$ cat src/rtl/core/salr_pkg.sv
// Shared types and constants for the set-associative cache lookup block.
// No dependencies; compiled first.
package salr_pkg;

    localparam int ADDR_W = 32;
    localparam int CNT_W  = 32;
    localparam int LFSR_W = 16;
    localparam int APB_AW = 3;
    localparam int APB_DW = 32;

    localparam logic [CNT_W-1:0] CNT_MAX = '1;

    // register indexes, taken from paddr[2]
    localparam logic [0:0] REG_POLICY = 1'b0;
    localparam logic [0:0] REG_SEED   = 1'b1;

    localparam logic POLICY_LRU = 1'b0;
    localparam logic MODE_WRITE = 1'b1;

    // lookup outcome handed from the update logic to the pipeline
    typedef struct packed {
        logic hit;
        logic evicted;
        logic lfsr_step;
    } t_lookup_flags;

endpackage

$ cat src/rtl/core/salr_update.sv
// Set row update: tag compare, victim choice, recency ranks, fill count.
// Pure combinational logic. Depends on salr_pkg.
module salr_update import salr_pkg::*; #(
    parameter int WAYS   = 4,
    parameter int TAG_W  = 26,
    parameter int RANK_W = 2,
    parameter int FILL_W = 3
) (
    input  logic [WAYS-1:0][TAG_W-1:0]  i_tags,
    input  logic [WAYS-1:0][RANK_W-1:0] i_ranks,
    input  logic [FILL_W-1:0]           i_fill,
    input  logic [TAG_W-1:0]            i_tag,
    input  logic                        i_policy,
    input  logic [LFSR_W-1:0]           i_lfsr,
    output t_lookup_flags               o_flags,
    output logic [RANK_W-1:0]           o_way,
    output logic [WAYS-1:0][TAG_W-1:0]  o_tags,
    output logic [WAYS-1:0][RANK_W-1:0] o_ranks,
    output logic [FILL_W-1:0]           o_fill,
    output logic [LFSR_W-1:0]           o_lfsr
);

    localparam bit WAYS_POW2 = (WAYS & (WAYS - 1)) == 0;

    logic [LFSR_W-1:0] lfsr_nx;
    logic [RANK_W-1:0] rnd_way;
    logic [WAYS-1:0]   hit_vec;
    logic [RANK_W-1:0] hit_way;
    logic [RANK_W-1:0] lru_way;
    logic [RANK_W-1:0] way;
    logic [RANK_W-1:0] sel_rank;
    logic              hit;
    logic              full;
    logic              do_mru;

    // x^16+x^14+x^13+x^11+1, shifting right
    assign lfsr_nx = {i_lfsr[0] ^ i_lfsr[2] ^ i_lfsr[3] ^ i_lfsr[5], i_lfsr[LFSR_W-1:1]};

    generate
        if (WAYS_POW2) begin : g_pow2
            assign rnd_way = RANK_W'(lfsr_nx & LFSR_W'(WAYS - 1));
        end else begin : g_resid
            localparam int SW = RANK_W + 2;

            // residue of (n * 16^k) mod WAYS for every nibble value n
            function automatic logic [16*RANK_W-1:0] nib_tbl(input int k);
                int                    w;
                int                    t;
                int                    acc;
                logic [16*RANK_W-1:0]  tbl;
                w = 1;
                for (int j = 0; j < k; j++) begin
                    t = 0;
                    for (int m = 0; m < 16; m++) begin
                        t = t + w;
                        if (t >= WAYS) t = t - WAYS;
                    end
                    w = t;
                end
                acc = 0;
                tbl = '0;
                for (int b = 0; b < 16; b++) begin
                    tbl[b*RANK_W +: RANK_W] = RANK_W'(acc);
                    acc = acc + w;
                    if (acc >= WAYS) acc = acc - WAYS;
                end
                return tbl;
            endfunction

            localparam logic [16*RANK_W-1:0] T0 = nib_tbl(0);
            localparam logic [16*RANK_W-1:0] T1 = nib_tbl(1);
            localparam logic [16*RANK_W-1:0] T2 = nib_tbl(2);
            localparam logic [16*RANK_W-1:0] T3 = nib_tbl(3);

            logic [SW-1:0] sum;
            logic [SW-1:0] part;

            assign sum  = SW'(T0[lfsr_nx[3:0]*RANK_W   +: RANK_W])
                        + SW'(T1[lfsr_nx[7:4]*RANK_W   +: RANK_W])
                        + SW'(T2[lfsr_nx[11:8]*RANK_W  +: RANK_W])
                        + SW'(T3[lfsr_nx[15:12]*RANK_W +: RANK_W]);
            assign part = (sum >= SW'(2 * WAYS)) ? sum - SW'(2 * WAYS) : sum;
            assign rnd_way = (part >= SW'(WAYS)) ? RANK_W'(part - SW'(WAYS)) : RANK_W'(part);
        end
    endgenerate

    always_comb begin
        hit_vec = '0;
        hit_way = '0;
        lru_way = '0;
        // ways below the fill count are exactly the valid ones
        for (int w = 0; w < WAYS; w++) begin
            hit_vec[w] = (FILL_W'(w) < i_fill) && (i_tags[w] == i_tag);
        end
        // lowest matching way wins
        for (int w = WAYS - 1; w >= 0; w--) begin
            if (hit_vec[w]) hit_way = RANK_W'(w);
            if (i_ranks[w] == '0) lru_way = RANK_W'(w);
        end
        hit  = |hit_vec;
        full = (i_fill == FILL_W'(WAYS));

        if (hit) begin
            way = hit_way;
        end else if (!full) begin
            way = RANK_W'(i_fill);
        end else if (i_policy != POLICY_LRU) begin
            way = rnd_way;
        end else begin
            way = lru_way;
        end

        do_mru = hit ? (i_policy == POLICY_LRU) : (!full || (i_policy == POLICY_LRU));

        sel_rank = i_ranks[way];
        o_ranks  = i_ranks;
        if (do_mru) begin
            for (int w = 0; w < WAYS; w++) begin
                if (RANK_W'(w) == way) begin
                    o_ranks[w] = RANK_W'(WAYS - 1);
                end else if (i_ranks[w] > sel_rank) begin
                    o_ranks[w] = i_ranks[w] - 1'b1;
                end
            end
        end

        o_tags = i_tags;
        if (!hit) o_tags[way] = i_tag;

        o_fill = i_fill;
        if (!hit && !full) o_fill = i_fill + 1'b1;

        o_flags.hit       = hit;
        o_flags.evicted   = !hit && full;
        o_flags.lfsr_step = !hit && full && (i_policy != POLICY_LRU);
        o_way             = way;
        o_lfsr            = lfsr_nx;
    end

endmodule

$ cat config.mk
export PLATFORM = sky130hd
export DESIGN_NAME = salr_update
export DESIGN_NICKNAME = d
export VERILOG_FILES = /design/src/rtl/core/salr_pkg.sv /design/src/rtl/core/salr_update.sv
export SDC_FILE = /design/constraint.sdc
export NUM_CORES = 1
export LEC_CHECK = 0
export BUFFER_PORTS_ARGS = -buffer_cell sky130_fd_sc_hd__clkbuf_2
export CORE_AREA = 2 2 115 117
export DETAILED_ROUTE_END_ITERATION = 6
export DIE_AREA = 0 0 117 119
export PLACE_DENSITY_LB_ADDON = 0.3
export SLEW_MARGIN = 15
export SYNTH_ARGS = -nofsm -noshare
export SYNTH_HDL_FRONTEND = slang
export SYNTH_SLANG_ARGS = --single-unit
$ cat constraint.sdc
create_clock -name vclk -period 4.3
set_input_delay 0.43 -clock vclk [all_inputs]
set_output_delay 0.43 -clock vclk [all_outputs]
set_load 0.1 [all_outputs]
======== Word level (Yosys, flattened, before mapping) ========
Index checks and enable logic that the tools add are counted.
storage, ports and cells
  flip-flop bits (word level) ............. 0
  output and inout bits ................... 136
  logic and storage cells ................. 72
cells by class
  add/subtract/negate cells ............... 5
  order comparisons ....................... 10
  equal/unequal tests ..................... 8
  mux-type cells .......................... 28
  bitwise operators ....................... 4
  reductions and logical operators ........ 17
operator list
  cell                 number
  $bwmux 104           1
  $eq 26x26->1         4
  $mux 104             1
  $demux 26 s2         1
  $mux 2               20
  $mux 26              1
  $logic_not 2->1      5
  $gt 2x2->1           4
  $logic_and 1x1->1    8
  $mux 8               1
  $sub 2x1->2 const B  4
  $lt 1x3->1 const A   2
  $lt 2x3->1 const A   2
  $bmux 2 s2           1
  $eq 2x2->1 const A   2
  $reduce_or 4->1      1
  $add 3x1->3 const B  1
  $eq 3x3->1 const B   1
  $lt 2x3->1 const B   1
  $mux 3               1
  $xor 1x1->1          3
  $eq 1x2->1 const A   1
  $ge 2x1->1 const B   1
  $logic_not 1->1      2
  3 further kinds      3

======== Depth between registers and ports, before layout ========
Gate-level depths: netlist of the first run.
  depth in word-level cells ............... 14
  gate-level depth with buffers ........... 15

======== Worst setup path after synthesis of the first run ========
Ideal clock, no wire load.
  kind .................................... input port to output port
  start ................................... in i_tag[11]
  end ..................................... out o_ranks[4] (netlist bit)
  data arrival time ....................... 6180 ps
  setup slack ............................. -2310 ps
  stages on the path ...................... 13
  cells stage by stage .................... buf_6 xor2_1 or4_1 or4_4 o22a_4 a21oi_2 mux2i_1 mux2i_1 ha_1 a21oi_1 a21oi_1 a211oi_1 nor3_1
RTL lines
  element          RTL line           source
  start, declared  salr_update.sv:12  input logic [TAG_W-1:0] i_tag,
  end, declared    salr_update.sv:18  output logic [WAYS-1:0][RANK_W-1:0] o_ranks,

==> run_results.csv, run 1 <==
group,metric,value,unit
status,status,"finished, final reports clean",
synthesis,yosysWarnings,0,
finish,nFillCells,1187,
synthesis,yosys.area.top_type_share,15.0,%
finish,post-route-util,54.3,%
synthesis,netlist_area,4010,µm²
critical_path,end_kind,"primary output",
detailed_routing,vias_per_cell,5.23,
finish,clockBufferCount,0,
synthesis,synth_xor_area_share,23.6,%
placement,place_congestion,0.896,
timing,rsz0062_at_grt,"yes",
critical_path,cp_max_fo,5,
global_routing,grt_pass1_wl,28700,µm
detailed_routing,first_iter_violations,201,
synthesis,synth_cell_types,59,
synthesis,synthesis.nets,638,
timing,tightestPinTransition,0.636,ns
timing,finalHoldViolCount,0,
global_routing,gr-total-overflow,0,
detailed_routing,drc,0,
synthesis,syn_avg_cell_area,8.61,µm²
finish,drive_gt1_share,60.4,%
critical_path,worst-setup-path-type,"in -> out",
job,drv_cap,0,
synthesis,syn_inst,466,
finish,multi_input_comb_area,3770,µm²
timing,max_freq,0.233,GHz
synthesis,synth_top_cell_by_area,"mux2_4",
power,power.total,0.00193,W
critical_path,crit_path_cell_trace,"buf_8 -> xor2_2 -> or4_1 -> or4_4 -> o22a_4 -> a21oi_4 -> mux2i_1 -> mux2i_1 -> buf_4 -> ha_4 -> a21oi_2 -> a21oi_2 -> nand2_1 -> a211oi_2 -> nor3_4 -> buf_12",
detailed_routing,final_antenna_net_count,0,
floorplanning,die_area,13900,µm²
floorplanning,core-area,12900,µm²
synthesis,synth_top_family_by_area,"multiplexers",
power,ir_worst_vdd,0.183,mV
timing,setup_tns,0,ns
floorplanning,die_w,117,µm
detailed_routing,vias,4698,
global_routing,grt_pass1_vias,5018,
critical_path,worstPathRequired,3.87,ns
global_routing,antenna_found_initial,0,
finish,num_antenna_cells,0,
critical_path,cp.arrival,3.86,ns
finish,design.seq.count,0,
synthesis,synth_simple_gate_area_share,16.5,%
floorplanning,ios,294,
power,leakagePower,3.20,nW
critical_path,cp-start-kind,"primary input",
synthesis,synthMuxAreaShare,35.2,%
detailed_routing,routed_wl,19600,µm
placement,hpwl,17200,µm
global_routing,grt_use_total,27.1,%
timing,relSlewSlack,57.3,%
timing,setup_violations,0,
floorplanning,rows,42,
timing,finalMaxSlewViolations,0,
synthesis,synth-adder-area-share,4.37,%
cts,ctsHoldBuffers,0,
floorplanning,start_util,31.2,%
power,p_per_area,276,nW/µm²
finish,syn_to_final_growth,74.2,%
detailed_routing,dr.pass1.iters,4,
placement,io_buffers,272,
floorplanning,die_h,119,µm
synthesis,ys_seq_area_share,0,%
synthesis,netlist_top_cells_area,"mux2_4 (15%), xor2_1 (14%), mux2_2 (13%), xnor2_1 (9.6%), mux2_1 (5.6%)",
detailed_routing,routedWlPerCell,21.8,µm
finish,seqCellArea,0,µm²
timing,finalWorstPathRequiredPeriod,4.29,ns
timing,post-route-period-util,99.8,%
global_routing,grt_max_degree,27,
min_path,min-delay-path-class,"in -> out",
critical_path,slowest_stage,"or4_1",
critical_path,slowest_delay,0.52,ns
synthesis,synth_compound_area_share,8.92,%
finish,nets,897,
cell usage after synthesis (2+ instances only):
library cell	n
a211oi_1	5
a21oi_1	12
a21oi_2	2
buf_12	2
buf_2	24
buf_4	16
buf_6	8
clkbuf_1	4
ha_1	14
inv_1	19
mux2_1	20
mux2_2	45
mux2_4	40
mux2i_1	8
nand2_1	11
nand2b_1	6
nand3_1	6
nand3b_1	2
nand4_1	18
nand4b_1	2
nor2_1	11
nor3_1	9
nor4_1	26
o21ai_0	6
o32a_1	3
or3_1	3
or4_1	6
xnor2_1	44
xor2_1	64
final timing paths:
kind	from	end	slack, ns	cells after the start
worst min-delay path	i_lfsr[12]	o_lfsr[11]	0.86	0
worst max-delay path	i_tags[60]	o_ranks[4]	0.009	16
final cells by class:
cell class | count | area share (%)
Multi-Input combinational cell | 393 | 54.0
Timing Repair Buffer | 311 | 41.9
Tap cell | 176 | 3.15
Inverter | 19 | 1.02
worst max-delay path: cells and delay by family:
family	cells	cell delay [ns]
AND/OR/NAND/NOR	4	1.21
AO/OA/AOI/OAI	5	1.02
buffers and inverters	3	0.46
multiplexers	2	0.30
adder cells (fa/ha/maj)	1	0.28
XOR/XNOR	1	0.17
layer usage:
layer	global-route usage (%)	up-vias	part of all wire, %	wire length [µm]
li1	-	2201	-	-
met5	0	-	0	0
met1	32.1	2228	38	7390
met4	6.69	0	2.8	550
met3	5.60	33	8.2	1600
met2	49.1	236	51	10000
cells by family (layout without fill, tap and decap cells):
family / count (synthesis) / count (layout)
adder cells (fa/ha/maj): 14 / 14
multiplexers: 113 / 113
AND/OR/NAND/NOR: 112 / 112
buffers and inverters: 73 / 330
XOR/XNOR: 108 / 108
AO/OA/AOI/OAI: 46 / 46
power breakdown:
group	leakage, nW	switching (W)	internal (W)
Sequential	0	0	0
Clock	0	0	0
Combinational	3.20	0.00128	0.000652
Total	3.20	0.00128	0.000652
per-stage QoR:
stage,worst slack [ns],instances,hold slack (ns),cell area (µm²)
6_report,0.00920,899,0.860,6990
5_1_grt,-0.115,899,0.860,6990
4_1_cts,-0.0124,898,0.861,6870
3_5_place_dp,-0.0927,898,0.861,6860
3_3_place_gp,-0.0180,898,0.861,6860
2_1_floorplan,-0.708,466,1.07,4150
placed cells by master, fill, tap and decap left out, types with 3 or more instances in the layout:
cell type | Yosys | routed
a21oi_2 | 2 | 10
ha_4 | 0 | 4
buf_12 | 2 | 82
nor3_1 | 9 | 8
mux2i_1 | 8 | 7
nand3_1 | 6 | 6
mux2_1 | 20 | 20
or3_1 | 3 | 3
nand2_1 | 11 | 11
a211oi_1 | 5 | 4
a21oi_1 | 12 | 3
clkbuf_2 | 0 | 180
xnor2_1 | 44 | 44
ha_1 | 14 | 10
xor2_1 | 64 | 62
o21ai_0 | 6 | 4
nand4_1 | 18 | 18
inv_1 | 19 | 19
mux2_4 | 40 | 40
buf_4 | 16 | 46
nor4_1 | 26 | 26
mux2_2 | 45 | 45
nor2_1 | 11 | 11
or4_1 | 6 | 6
o32a_4 | 0 | 3
nand2b_1 | 6 | 6
repair_timing:
action,CTS,global route
pin swaps,1,22
resized for setup,3,24
setup buffers,0,1
setup endpoints to repair,8,8
No activity file was read; power rests on OpenSTA's default activity.
==> inputs of run 2 (changes only) <==
--- a/config.mk
+++ b/config.mk
@@ -5,6 +5,7 @@
 export SDC_FILE = /design/constraint.sdc
 export NUM_CORES = 1
 export LEC_CHECK = 0
+export ABC_AREA = 1
 export BUFFER_PORTS_ARGS = -buffer_cell sky130_fd_sc_hd__clkbuf_2
 export CORE_AREA = 2 2 115 117
 export DETAILED_ROUTE_END_ITERATION = 6
==> run_results.csv, run 2 <==
group,metric,value,unit
status,status,"finished, final reports clean",
global_routing,grt_pass1_vias,6069,
synthesis,yosys.cell_count.top_type,"nand2_1",
placement,io_buffers,272,
floorplanning,die_h,119,µm
timing,setup_violations,0,
critical_path,end_kind,"primary output",
synthesis,synth_top_cell_by_area,"nand2_1",
finish,num_antenna_cells,0,
floorplanning,die_w,117,µm
floorplanning,start_util,37.0,%
detailed_routing,routedWlPerCell,15.4,µm
power,swShare,80.6,%
global_routing,antenna_found_initial,0,
detailed_routing,routed_wl,21700,µm
timing,finalMaxSlewViolations,0,
critical_path,slowest_stage,"ha_1",
synthesis,synth_cell_types,33,
synthesis,synthesis.nets,1169,
synthesis,ys_seq_area_share,0,%
critical_path,cp_top_family,"simple AND/OR/NAND/NOR gates",
critical_path,cp_num_buf_inv,5,
synthesis,syn_avg_cell_area,4.78,µm²
finish,design.seq.count,0,
finish,clockBufferCount,0,
critical_path,crit_top_cell,"nand2_1",
power,p_per_area,289,nW/µm²
detailed_routing,vias_per_cell,4.78,
floorplanning,die_area,13900,µm²
timing,rsz0062_at_grt,"no",
power,leakagePower,3.97,nW
detailed_routing,drc,0,
power,comb_power_share,100.0,%
critical_path,worst-setup-path-type,"in -> out",
placement,place_congestion,0.965,
power,ir_worst_vdd,0.227,mV
critical_path,cp-start-kind,"primary input",
timing,tightestPinTransition,0.628,ns
power,clkPwrFrac,0,%
finish,post-route-util,47.6,%
global_routing,gr-total-overflow,0,
timing,max_freq,0.255,GHz
synthesis,netlist_top_cells_area,"nand2_1 (35%), inv_1 (9.9%), nor2_1 (8.2%), o21ai_2 (5.7%), o21ai_1 (5.3%)",
timing,finalHoldViolCount,0,
floorplanning,ios,294,
placement,hpwl,18900,µm
timing,post-route-period-util,91.2,%
global_routing,grt_use_total,30.1,%
job,drv_cap,0,
critical_path,slowest_delay,0.29,ns
finish,final_common_cell,"nand2_1",
floorplanning,rows,42,
finish,drive_gt1_share,28.5,%
critical_path,worstPathRequired,3.87,ns
detailed_routing,dr.pass1.iters,6,
finish,nets,1408,
critical_path,cp_max_fo,9,
synthesis,netlist_area,4760,µm²
detailed_routing,final_antenna_net_count,0,
detailed_routing,vias,6740,
synthesis,yosys.area.top_type_share,35.3,%
finish,syn_to_final_growth,28.6,%
timing,finalWorstPathRequiredPeriod,3.92,ns
power,p_switching,0.00143,W
min_path,min-delay-path-class,"in -> out",
detailed_routing,first_iter_violations,429,
synthesis,yosysWarnings,0,
cts,post-cts-setup-buffers,0,
floorplanning,core-area,12900,µm²
timing,setup_tns,0,ns
timing,relSlewSlack,58.1,%
global_routing,grt_pass1_wl,32500,µm
finish,final_cell_mix,"nand2_1 (448), clkbuf_2 (264), inv_1 (125)",
power,p_seq_share,0,%
synthesis,syn_inst,997,
finish,seqCellArea,0,µm²
synthesis,synthTopCellsByCount,"nand2_1 (448), inv_1 (126), nor2_1 (104)",
critical_path,cp.arrival,3.49,ns
cts,ctsHoldBuffers,0,
global_routing,grt_max_degree,54,
power,p_int,0.000343,W
## run 2: changes by cell type in the layout (fill, tap and decap cells not counted), sizes merged, moves of 94 or more
cell	change
mux2	-105
nor2	+94
buf	-117
inv	+132
o21ai	+118
nand2	+443
## run 2: repair_timing
action	CTS	global route
endpoints found under the setup margin	0	4
endpoints found under the hold margin	0	0
resized for setup	0	4
## run 2: cell type report
cell class | count | area (µm²)
fillers | 1513 | 6750
multi-input cells | 804 | 3840
repair buffers | 278 | 1490
inverters | 152 | 576
well taps | 176 | 220
## run 2: logic make-up (layout without fill, tap and decap cells)
group | count (synthesis) | after routing | share of synthesized area [%]
and+or+nand+nor | 613 | 613 | 52.2
buffers and inverters | 193 | 430 | 19.6
AOI/OAI and AO/OA | 136 | 136 | 17.0
xor gates and xnor gates | 41 | 41 | 7.54
adders and majority gates | 14 | 14 | 3.68
## run 2: worst paths after layout
check  startpoint    endpoint  slack, ns  cells past startpoint
max      i_tag[3]  o_ranks[0]       0.38                     26
min    i_lfsr[14]  o_lfsr[13]       0.86                      0
## run 2: layer usage
layer | up-vias | part of all wire (%) | GRT usage, % | wire (µm)
li1 | 3513 | - | - | -
met1 | 2886 | 43 | 38.5 | 9330
met2 | 310 | 48 | 54.3 | 10400
met3 | 31 | 6.7 | 3.00 | 1440
met4 | 0 | 2.2 | 5.44 | 486
met5 | - | 0 | 0 | 0
## run 2: stage by stage
| step | area (µm²) | total power [W] | std cells | hold slack [ns] | setup slack [ns] |
|---|---|---|---|---|---|
| floorplan | 4770 | 0.00144 | 997 | 1.07 | 0.0772 |
| detailed placement | 6120 | 0.00176 | 1410 | 0.861 | 0.333 |
| CTS | 6120 | 0.00177 | 1410 | 0.861 | 0.325 |
| global route | 6130 | 0.00187 | 1410 | 0.860 | 0.0183 |
| global placement | 6120 | 0.00176 | 1410 | 0.861 | 0.323 |
| finish | 6130 | 0.00177 | 1410 | 0.860 | 0.380 |
## run 2: power groups by stage
stage	registers (W)	logic [W]	clock network (W)
floorplan	0	0.00144	0
global placement	0	0.00176	0
detailed placement	0	0.00176	0
CTS	0	0.00177	0
global route	0	0.00187	0
finish	0	0.00177	0
==> inputs of run 3 (changes only) <==
--- a/config.mk
+++ b/config.mk
@@ -10,6 +10,7 @@
 export CORE_AREA = 2 2 115 117
 export DETAILED_ROUTE_END_ITERATION = 6
 export DIE_AREA = 0 0 117 119
+export MAX_ROUTING_LAYER = met4
 export PLACE_DENSITY_LB_ADDON = 0.3
 export SLEW_MARGIN = 15
 export SYNTH_ARGS = -nofsm -noshare
==> run_results.csv, run 3 (synthesis gave the netlist of run 2 again) <==
group,metric,value,unit
status,status,"finished, final reports clean",
job,drv_cap,0,
timing,relSlewSlack,57.7,%
finish,design.seq.count,0,
power,leakagePower,3.96,nW
finish,nets,1407,
finish,syn_to_final_growth,28.2,%
finish,layout.cells.non_filler,1409,
detailed_routing,drc,0,
cts,ctsHoldBuffers,0,
global_routing,grt_use_total,30.9,%
placement,placed_cells_incl_taps,1409,
global_routing,antenna_found_initial,0,
timing,setup_violations,0,
placement,io_buffers,272,
global_routing,gr-total-overflow,0,
power,ir_worst_vdd,0.253,mV
detailed_routing,first_iter_violations,415,
min_path,min-delay-path-class,"in -> out",
floorplanning,rows,42,
detailed_routing,routedWlPerCell,15.5,µm
finish,nFillCells,1507,
finish,num_antenna_cells,0,
placement,hpwl,19100,µm
finish,clockBufferCount,0,
power,swShare,80.8,%
global_routing,grt_max_degree,55,
detailed_routing,dr.pass1.iters,6,
finish,final_cell_mix,"nand2_1 (448), clkbuf_2 (266), inv_1 (126)",
floorplanning,ios,294,
critical_path,cp-start-kind,"primary input",
floorplanning,die_h,119,µm
power,power.total,0.00177,W
timing,setup_tns,0,ns
detailed_routing,vias_per_cell,4.81,
finish,final_common_cell,"nand2_1",
floorplanning,die_w,117,µm
cts,cts_resized,0,
power,comb_power_share,100.0,%
power,p_seq_share,0,%
floorplanning,die_area,13900,µm²
timing,whs,0.860,ns
timing,finalWorstPathRequiredPeriod,3.96,ns
critical_path,cp_num_buf_inv,6,
critical_path,cp.arrival,3.53,ns
cts,post-cts-setup-buffers,0,
finish,seqCellArea,0,µm²
timing,finalHoldViolCount,0,
critical_path,slowest_stage,"ha_1",
finish,post-route-util,47.4,%
critical_path,end_kind,"primary output",
power,clkPwrFrac,0,%
power,p_per_area,290,nW/µm²
global_routing,grt_pass1_vias,6142,
finish,multi_input_comb_area,3830,µm²
power,p_int,0.000339,W
timing,max_freq,0.252,GHz
timing,tightestPinTransition,0.635,ns
placement,place_congestion,0.977,
global_routing,grt_pass1_wl,32400,µm
critical_path,slowest_delay,0.30,ns
floorplanning,start_util,37.0,%
timing,finalMaxSlewViolations,0,
timing,post-route-period-util,92.1,%
floorplanning,core-area,12900,µm²
detailed_routing,vias,6771,
critical_path,cp_max_fo,9,
detailed_routing,routed_wl,21900,µm
finish,drive_gt1_share,28.3,%
critical_path,crit_top_cell,"nand2_1",
critical_path,worst-setup-path-type,"in -> out",
detailed_routing,final_antenna_net_count,0,
timing,rsz0062_at_grt,"no",
critical_path,cp_top_family,"simple AND/OR/NAND/NOR gates",
critical_path,worstPathRequired,3.87,ns
power,p_switching,0.00143,W
==> run 3: worst paths after layout <==
kind,from,end,slack [ns],cells after the start
worst min-delay path,i_lfsr[14],o_lfsr[13],0.86,0
worst max-delay path,i_tag[11],o_ranks[0],0.34,25
==> run 3: layer usage <==
layer  global-route usage (%)  share of wire [%]  vias to the layer above
li1                         -                  -                     3523
met1                     38.0                 42                     2913
met2                     54.8                 48                      297
met3                     2.34                7.5                       38
met4                     6.84                2.5                        0
met5                        -                  0                        -
==> run 3: layout make-up <==
cell class | count | area share [%]
Inverter | 152 | 9.42
Timing Repair Buffer | 277 | 24.2
Tap cell | 176 | 3.61
Multi-Input combinational cell | 804 | 62.8
==> run 3: power groups by stage <==
stage | registers [W] | clock network, W | logic (W)
finish | 0 | 0 | 0.00177
global route | 0 | 0 | 0.00187
CTS | 0 | 0 | 0.00176
detailed placement | 0 | 0 | 0.00176
global placement | 0 | 0 | 0.00176
floorplan | 0 | 0 | 0.00144
==> run 3: metrics by stage <==
stage	worst slack [ns]	instance area [µm²]
global placement	0.362	6110
detailed placement	0.317	6110
global route	0.0138	6110
finish	0.339	6110
floorplan	0.0772	4770
CTS	0.301	6110
